**config.mk**
```make
export PLATFORM = sky130hd
export DESIGN_NAME = hrpd_ram
export DESIGN_NICKNAME = d
export VERILOG_FILES = /design/src/rtl/core/hrpd_ram.sv
export SDC_FILE = /design/constraint.sdc
export NUM_CORES = 1
export LEC_CHECK = 0
export BUFFER_PORTS_ARGS = -buffer_cell sky130_fd_sc_hd__buf_2
export CAP_MARGIN = 5
export CORE_MARGIN = 1.5
export CORE_UTILIZATION = 54
export DETAILED_ROUTE_END_ITERATION = 10
export PLACE_DENSITY = 0.8
export SLEW_MARGIN = 15
export SYNTH_ARGS = -nofsm -noshare
export SYNTH_HDL_FRONTEND = slang
export SYNTH_SLANG_ARGS = --single-unit
```
**constraint.sdc**
```tcl
create_clock -name i_clk -period 2 [get_ports i_clk]
set_input_delay 0.6 -clock i_clk [delete_from_list [all_inputs] [get_ports i_clk]]
set_output_delay 0.6 -clock i_clk [all_outputs]
set_load 0.005 [all_outputs]
```
**src/rtl/core/hrpd_ram.sv**
```systemverilog
`timescale 1ns / 1ps

module hrpd_ram #(
    parameter int WIDTH = 8,
    parameter int DEPTH = 16,
    localparam int ADDR_W = (DEPTH > 1) ? $clog2(DEPTH) : 1
) (
    input  logic              i_clk,
    input  logic              i_we,
    input  logic [ADDR_W-1:0] i_waddr,
    input  logic [WIDTH-1:0]  i_wdata,
    input  logic              i_re,
    input  logic [ADDR_W-1:0] i_raddr,
    output logic [WIDTH-1:0]  o_rdata
);
    logic [WIDTH-1:0] r_mem [DEPTH];
    logic [WIDTH-1:0] r_rdata;

    // Write one entry, register the read data
    always_ff @(posedge i_clk) begin
        if (i_we) begin
            r_mem[i_waddr] <= i_wdata;
        end
        if (i_re) begin
            r_rdata <= r_mem[i_raddr];
        end
    end

    assign o_rdata = r_rdata;
endmodule

```
==> results.sh, run 1 <==
export IMPL_cpLargestDelayFamily="flip-flops"
export IMPL_r2r_start="r_mem[2][5]"
export IMPL_yosys_area_top_type="edfxtp_1"
export IMPL_cts_sink_count=136
export IMPL_leakagePower_uw=0.002150
export IMPL_cp_num_buf_inv=1
export IMPL_n_fill_cell=577
export IMPL_antenna_found_initial=0
export IMPL_cts_hold_buffers=0
export IMPL_r2r_end="o_rdata[5]"
export IMPL_slowest_delay_ns=0.42
export IMPL_netlist_instances=229
export IMPL_dieArea_mm2=0.01028
export IMPL_ys_types=18
export IMPL_grt_pass1_vias=2576
export IMPL_synth_common_cells="edfxtp_1 (136), mux4_2 (18), a22oi_1 (16), mux4_1 (14), nor2_1 (13)"
export IMPL_setup_viol=0
export IMPL_routed_via_density=5.828
export IMPL_worst_pin_slew_ns=0.3529
export IMPL_total_power_uw=6722
export IMPL_crit_type="reg2out"
export IMPL_rows=35
export IMPL_root_buffer="clkbuf_8"
export IMPL_cp_required_ns=1.40
export IMPL_synthFlopType="edfxtp_1"
export IMPL_clock_path_buffers=2
export IMPL_drive_gt1_share_pct=33.77
export IMPL_grt_remaining_overflow=0
export IMPL_ys_ff_latch=136
export IMPL_p_per_area_mw_per_mm2=1073
export IMPL_slew_headroom_pct=76.47
export IMPL_drc_errors=0
export IMPL_finalWeightedCongestion=0.7412
export IMPL_cts_max_level=4
export IMPL_cts_tree="built"
export IMPL_ctsResizeCount=0
export IMPL_ys_top_cells_by_area="edfxtp_1 (78%), mux4_2 (7.8%), mux4_1 (7.0%)"
export IMPL_antennaDiodeCount=0
export IMPL_crit_path_top_delay_cell="edfxtp_1"
export IMPL_cp_max_fo=1
export IMPL_synth_top_area_share_pct=78.12
export IMPL_critical_path_arrival_ns=1.10
export IMPL_num_io_pins=27
export IMPL_outcome="finished, final reports clean"
export IMPL_crit_end="o_rdata[7]"
export IMPL_fin_crit_sh_pct=85.04
export IMPL_synth_xor_area_share_pct=0
export IMPL_chipWidth_um=101.4
export IMPL_dr_total_vias=2512
export IMPL_core_mm2=0.009328
export IMPL_tns_ns=0
export IMPL_crit_chain="buf_2"
export IMPL_cp_end_kind="primary output"
export IMPL_rsz0062_at_grt="false"
export IMPL_synth_most_common_cell="edfxtp_1"
export IMPL_min_from="i_wdata[3]"
export IMPL_skew_ns=0.007435
export IMPL_synth_edf_count=136
export IMPL_synth_nets=248
export IMPL_synth_simple_area_share_pct=3.135
export IMPL_drt_iter0_drc=142
export IMPL_dp_hpwl_um=5956
export IMPL_hold_class="in2reg"
export IMPL_cts_clk_slew_worst_paths_ns=0.06
export IMPL_crit_start="o_rdata[7]"
export IMPL_synthMuxAreaShare_pct=14.79
export IMPL_dr_pass1_iters=5
export IMPL_cts_buffers=17
export IMPL_synth_top_family_by_area="multiplexers"
export IMPL_clock_latency_ns=0.52
export IMPL_max_freq_ghz=0.5880
export IMPL_final_setup_worst_slack_ns=0.2993
export IMPL_hold_violations=0
export IMPL_io_buffer_count=26
export IMPL_grt_usage_pct=21.15
export IMPL_grt_pass1_wl_um=14700
export IMPL_synth_compound_area_share_pct=2.298
export IMPL_critical_path_depth=1
export IMPL_utilization_pct=67.19
export IMPL_synth_cell_area_mm2=0.005228
export IMPL_cap_violations=0
export IMPL_synthAdderAreaFrac_pct=0
export IMPL_async_flop_share_pct=0
export IMPL_period_minus_slack_ns=1.701
export IMPL_drt_wl_total_um=9673
export IMPL_startpoint_type="flip-flop"
export IMPL_drtAntennaViolNets=0
export IMPL_peakVddDrop_mv=0.5174
export IMPL_wl_per_cell_um=22.44
export IMPL_place_ws_ns=-0.1997
export IMPL_maxSlewViolCount=0
export IMPL_rr_worst_depth=3
export IMPL_nets=308
export IMPL_die_h_um=101.4
export IMPL_synth_seq_area_share_pct=78.12
export IMPL_area_growth_pct=19.89
export IMPL_start_util_pct=56.04
export IMPL_ff2ff_setup_slack_ns=0.43
export IMPL_grt_max_degree=19
export IMPL_cts_setup_buffers=0
export IMPL_ys_warn_count=0
export IMPL_syn_area_per_cell_um2=22.83
-- metal layers --
metal / share of wire [%] / vias up / wire (um) / GRT usage, %
met5: 0 / - / 0 / 0
met4: 2.3 / 0 / 224 / 10.26
met3: 5.9 / 20 / 574 / 4.900
met2: 51 / 110 / 4978 / 34.43
met1: 40 / 1283 / 3896 / 27.31
li1: - / 1099 / - / -
-- logic make-up after synthesis --
family / after synthesis
compound gates: 16
buf+inv: 10
flops: 136
mux: 32
simple gates: 35
-- through the flow --
| stage | hold WS [ns] | cells | instance area, um2 |
|---|---|---|---|
| floorplan | 0.6989 | 229 | 5233 |
| global route | 0.4457 | 431 | 6267 |
| finish | 0.4566 | 431 | 6267 |
| detailed placement | 0.7498 | 399 | 5650 |
| global placement | 0.7318 | 399 | 5650 |
| CTS | 0.4349 | 431 | 6267 |
-- power by group --
part / leakage, uW / switching [uW] / internal (uW)
logic: 0.000614 / 161 / 133
clock network: 0.000300 / 1160 / 2040
registers: 0.00124 / 19.3 / 3210
-- cells in the final DEF (no fill, tap or decap) --
cell and count:
nand3b_1 2, nor2_1 13, bufinv_16 4, inv_6 2, and2_1 1, clkbuf_8 1
edfxtp_1 136, a22oi_1 16, clkbuf_16 16, clkinv_2 2, nor3_2 1, clkinv_4 5
nor2b_1 1, nand2_1 9, clkbuf_1 1, buf_2 26, and2b_1 1, mux4_1 14
or3b_2 1, nor3_1 3, clkinvlp_4 1, buf_4 23, buf_12 2, nand3_1 1
nand2b_1 2, mux4_2 18
-- worst min-delay path by stage --
stage | depth (start not counted) | endpoint | slack (ns)
final | 1 | r_mem[15][3] | 0.46
after global placement | 3 | o_rdata[4] | 0.73
after global routing | 1 | o_rdata[7] | 0.45
after floorplan | 0 | r_mem[0][0] | 0.70
after CTS | 1 | o_rdata[4] | 0.43
after detailed placement | 3 | o_rdata[2] | 0.75
-- sequential cells by signal, summed over array words and instances, names as in the netlist --
signal and cells:
o_rdata 8, r_mem 128
-- area by class of cell --
type	count	area [um2]	share of cell area (%)
clock buffer	18	417.9	6.668
timing repair buffer	51	342.8	5.470
sequential	136	4084	65.16
clock inverter	14	198.9	3.174
tap	129	161.4	2.575
multi-input combinational	83	1062	16.95
Note: power is estimated with default switching activity, not from simulation.
==> run 2, diff against run 1 <==
Settings changed: CORE_ASPECT_RATIO set to 0.7.
==> results.sh, run 2 (same netlist as run 1, synthesis figures left out) <==
export IMPL_finalWeightedCongestion=0.7265
export IMPL_drc_errors=0
export IMPL_crit_start="i_raddr[0]"
export IMPL_grt_remaining_overflow=0
export IMPL_rsz0062_at_grt="false"
export IMPL_drive_gt1_share_pct=30.54
export IMPL_hold_class="in2reg"
export IMPL_cts_sink_count=136
export IMPL_cts_max_level=4
export IMPL_skew_ns=0.006485
export IMPL_cts_buffers=17
export IMPL_regMostFlops="r_mem"
export IMPL_cts_tree="built"
export IMPL_cp_required_ns=2.14
export IMPL_dieArea_mm2=0.01029
export IMPL_clock_latency_ns=0.41
export IMPL_routed_via_density=6.100
export IMPL_grt_max_degree=27
export IMPL_cts_setup_buffers=0
export IMPL_critical_path_arrival_ns=1.87
export IMPL_outcome="finished, final reports clean"
export IMPL_period_minus_slack_ns=1.730
export IMPL_cts_hold_buffers=0
export IMPL_maxSlewViolCount=0
export IMPL_max_freq_ghz=0.5779
export IMPL_worst_pin_slew_ns=0.8651
export IMPL_post_dp_cell_area_mm2=0.005614
export IMPL_cap_violations=0
export IMPL_final_cell_area_mm2=0.006207
export IMPL_r2r_start="r_mem[9][2]"
export IMPL_register_area_mm2=0.004084
export IMPL_utilization_pct=67.35
export IMPL_grt_pass1_vias=2581
export IMPL_cp_max_fo=22
export IMPL_core_mm2=0.009216
export IMPL_peakVddDrop_mv=0.6591
export IMPL_final_setup_worst_slack_ns=0.2695
export IMPL_slew_headroom_pct=42.21
export IMPL_chipWidth_um=120.6
export IMPL_min_from="i_re"
export IMPL_num_io_pins=27
export IMPL_leakagePower_uw=0.002116
export IMPL_crit_type="in2reg"
export IMPL_largest_reg_flops=128
export IMPL_area_growth_pct=18.74
export IMPL_start_util_pct=56.72
export IMPL_grt_pass1_wl_um=15700
export IMPL_drt_wl_total_um=10320
export IMPL_dr_total_vias=2574
export IMPL_n_fill_cell=607
export IMPL_wl_per_cell_um=24.44
export IMPL_p_per_area_mw_per_mm2=1072
export IMPL_io_buffer_count=26
export IMPL_rows=29
export IMPL_ctsResizeCount=0
export IMPL_hold_violations=0
export IMPL_dp_hpwl_um=6452
export IMPL_die_h_um=85.32
export IMPL_root_buffer="clkbuf_16"
export IMPL_antennaDiodeCount=0
export IMPL_fin_crit_sh_pct=86.52
export IMPL_setup_viol=0
export IMPL_drt_iter0_drc=267
export IMPL_dr_pass1_iters=4
export IMPL_cp_end_kind="flip-flop"
export IMPL_clock_path_buffers=2
export IMPL_multi_input_area_mm2=0.001062
export IMPL_place_ws_ns=-0.1396
export IMPL_mostFrequentLayoutCell="edfxtp_1"
export IMPL_drtAntennaViolNets=0
export IMPL_nets=304
export IMPL_grt_usage_pct=22.54
export IMPL_final_cell_mix="edfxtp_1 (136), buf_2 (26), buf_4 (19)"
export IMPL_cts_clk_slew_worst_paths_ns=0.05
export IMPL_startpoint_type="primary input"
export IMPL_antenna_found_initial=0
[run 2: cell types whose count changed in the layout (fill, tap and decap cells not counted), sizes merged]
cell and delta:
clkbuf +2, inv -2, buf -4
[run 2: where the power goes]
| group | total, uW | switching, uW | internal, uW | leakage, uW |
|---|---|---|---|---|
| clock network | 3120 | 1070 | 2060 | 0.000285 |
| logic | 297 | 169 | 128 | 0.000594 |
| registers | 3230 | 18.7 | 3210 | 0.00124 |
[run 2: per-stage QoR]
step	power (uW)	cells	setup TNS (ns)	hold WS, ns
global route	6845	422	0	0.5521
CTS	6702	422	0	0.5483
floorplan	3446	229	0	0.6989
finish	6651	422	0	0.5737
global placement	3570	390	-0.5559	0.7315
detailed placement	3587	390	-0.8341	0.7335
[run 2: final timing paths]
kind                              endpoint  slack, ns  cells past startpoint
worst min-delay path            o_rdata[4]       0.57                      1
worst max-delay path            o_rdata[2]       0.27                      5
worst min register to register  o_rdata[7]       0.76                      3
worst max register to register  o_rdata[2]       0.48                      3
[run 2: worst max-delay path, stage by stage]
cell and delay (ns):
buf_2 0.12, buf_12 0.20, mux4_1 0.58, a22oi_1 0.22, nand2_1 0.13
[run 2: area by class of cell]
cell class              instances  share of cell area [%]
flip-flops and latches        136                   65.79
clock buffers                  20                   7.035
repair buffers                 47                   5.039
clock inverters                12                   2.520
well taps                     124                   2.500
multi-input cells              83                   17.11
[run 2: per-layer routing]
metal | global-route usage, % | wire (um) | vias to the layer above
met5 | 0 | 0 | -
met4 | 7.380 | 131 | 0
met3 | 7.997 | 697 | 13
met2 | 32.13 | 4891 | 122
met1 | 33.12 | 4594 | 1347
li1 | - | - | 1092
==> run 3, diff against run 2 <==
Settings changed: ABC_AREA set to 1, CORE_UTILIZATION 54 to 55, PLACE_DENSITY 0.8 to 0.81.
==> results.sh, run 3 <==
export IMPL_cp_end_kind="primary output"
export IMPL_slowest_delay_ns=0.42
export IMPL_drive_gt1_share_pct=12.69
export IMPL_clock_path_buffers=2
export IMPL_cts_buffers=17
export IMPL_hold_violations=0
export IMPL_tns_ns=0
export IMPL_synth_simple_area_share_pct=20.76
export IMPL_post_dp_cell_area_mm2=0.006173
export IMPL_cts_max_level=4
export IMPL_grt_pass1_vias=3809
export IMPL_period_minus_slack_ns=1.578
export IMPL_root_buffer="clkbuf_16"
export IMPL_cts_tree="built"
export IMPL_dr_total_vias=4006
export IMPL_ys_types=11
export IMPL_skew_ns=0.006392
export IMPL_cts_setup_buffers=0
export IMPL_crit_chain="buf_2"
export IMPL_nets=614
export IMPL_setup_viol=0
export IMPL_p_per_area_mw_per_mm2=982.6
export IMPL_drc_errors=0
export IMPL_io_buffer_count=26
export IMPL_synth_nets=570
export IMPL_cts_hold_buffers=0
export IMPL_dieArea_mm2=0.01127
export IMPL_cts_sink_count=136
export IMPL_synthFlopType="edfxtp_1"
export IMPL_syn_area_per_cell_um2=10.61
export IMPL_min_from="i_re"
export IMPL_synth_seq_area_share_pct=69.85
export IMPL_r2r_start="r_mem[15][2]"
export IMPL_multi_input_area_mm2=0.001214
export IMPL_worst_pin_slew_ns=0.5971
export IMPL_async_flop_share_pct=0
export IMPL_outcome="finished, final reports clean"
export IMPL_fin_crit_sh_pct=78.92
export IMPL_netlist_instances=551
export IMPL_cpLargestDelayFamily="flip-flops"
export IMPL_cp_required_ns=1.40
export IMPL_synthMuxAreaShare_pct=0
export IMPL_antenna_found_initial=0
export IMPL_regMostFlops="r_mem"
export IMPL_wl_per_cell_um=17.67
export IMPL_utilization_pct=65.08
export IMPL_hold_class="in2reg"
export IMPL_max_freq_ghz=0.6336
export IMPL_grt_max_degree=39
export IMPL_grt_usage_pct=25.94
export IMPL_chipWidth_um=126.2
export IMPL_synth_cell_area_mm2=0.005847
export IMPL_startpoint_type="flip-flop"
export IMPL_start_util_pct=56.46
export IMPL_crit_type="reg2out"
export IMPL_ctsResizeCount=0
export IMPL_ys_warn_count=0
export IMPL_cts_clk_slew_worst_paths_ns=0.06
export IMPL_slew_headroom_pct=60.13
export IMPL_routed_via_density=5.421
export IMPL_antennaDiodeCount=0
export IMPL_grt_pass1_wl_um=20630
export IMPL_drt_wl_total_um=13060
export IMPL_largest_reg_flops=128
export IMPL_rows=31
export IMPL_final_cell_mix="nand2_1 (173), edfxtp_1 (136), inv_1 (100)"
export IMPL_ys_ff_latch=136
export IMPL_maxSlewViolCount=0
export IMPL_grt_remaining_overflow=0
export IMPL_synth_xor_area_share_pct=0
export IMPL_synthAdderAreaFrac_pct=0
export IMPL_finalWeightedCongestion=0.8806
export IMPL_drt_iter0_drc=567
export IMPL_drtAntennaViolNets=0
export IMPL_clock_latency_ns=0.42
export IMPL_crit_start="o_rdata[3]"
export IMPL_cp_max_fo=1
export IMPL_synth_edf_count=136
export IMPL_ys_top_cells_by_area="edfxtp_1 (70%), nand2_1 (11%), nand3_1 (8.3%)"
export IMPL_synth_common_cells="nand2_1 (173), edfxtp_1 (136), inv_1 (100), nand3_1 (97), nor2_1 (17)"
export IMPL_yosys_area_top_type="edfxtp_1"
export IMPL_dp_hpwl_um=8194
export IMPL_cap_violations=0
export IMPL_synth_compound_area_share_pct=0
export IMPL_cp_num_buf_inv=1
export IMPL_final_cell_area_mm2=0.006740
export IMPL_num_io_pins=27
export IMPL_register_area_mm2=0.004084
export IMPL_core_mm2=0.01036
export IMPL_area_growth_pct=15.28
export IMPL_mostFrequentLayoutCell="nand2_1"
export IMPL_n_fill_cell=751
export IMPL_synth_most_common_cell="nand2_1"
export IMPL_rsz0062_at_grt="false"
export IMPL_dr_pass1_iters=5
export IMPL_synth_top_family_by_area="simple AND/OR/NAND/NOR gates"
export IMPL_crit_path_top_delay_cell="edfxtp_1"
export IMPL_peakVddDrop_mv=0.7161
export IMPL_die_h_um=89.27
export IMPL_critical_path_arrival_ns=0.98
export IMPL_leakagePower_uw=0.002938
export IMPL_synth_top_area_share_pct=69.85
==> run 3: final timing paths <==
| path | endpoint | slack [ns] | depth (start not counted) |
|---|---|---|---|
| max | o_rdata[3] | 0.42 | 1 |
| min | o_rdata[2] | 0.55 | 1 |
| max reg2reg | o_rdata[2] | 0.76 | 6 |
| min reg2reg | o_rdata[5] | 0.75 | 6 |
==> run 3: cells by family after synthesis <==
group / Yosys count
buf+inv: 126
flops: 136
simple gates: 289
==> run 3: power breakdown <==
part	internal, uW	total [uW]	switching, uW
registers	3210	3230	19.9
clock network	1920	3000	1080
logic	116	391	275
total	5250	6620	1370
==> run 3: per-layer routing <==
metal | share of wire, % | GRT usage [%]
met1 | 42 | 36.69
met2 | 46 | 39.56
met3 | 12 | 7.720
met5 | 0 | 0
met4 | 0.73 | 8.150
==> run 3: cell type report <==
class | instances | share of cell area [%]
Inverter | 102 | 5.680
Tap cell | 132 | 2.450
Sequential cell | 136 | 60.59
Clock inverter | 12 | 1.986
Clock buffer | 19 | 6.423
Multi-Input combinational cell | 289 | 18.01
Timing Repair Buffer | 49 | 4.864
==> run 3: stage by stage <==
stage / setup WS, ns / hold slack [ns] / instances / power [uW]
6_report: 0.4216 / 0.5496 / 739 / 6623
5_1_grt: 0.3985 / 0.5383 / 739 / 6819
4_1_cts: 0.4205 / 0.5302 / 739 / 6649
3_5_place_dp: 0.1416 / 0.7303 / 708 / 3673
3_3_place_gp: 0.2049 / 0.7166 / 708 / 3657
2_1_floorplan: 0.4492 / 0.6829 / 551 / 3511
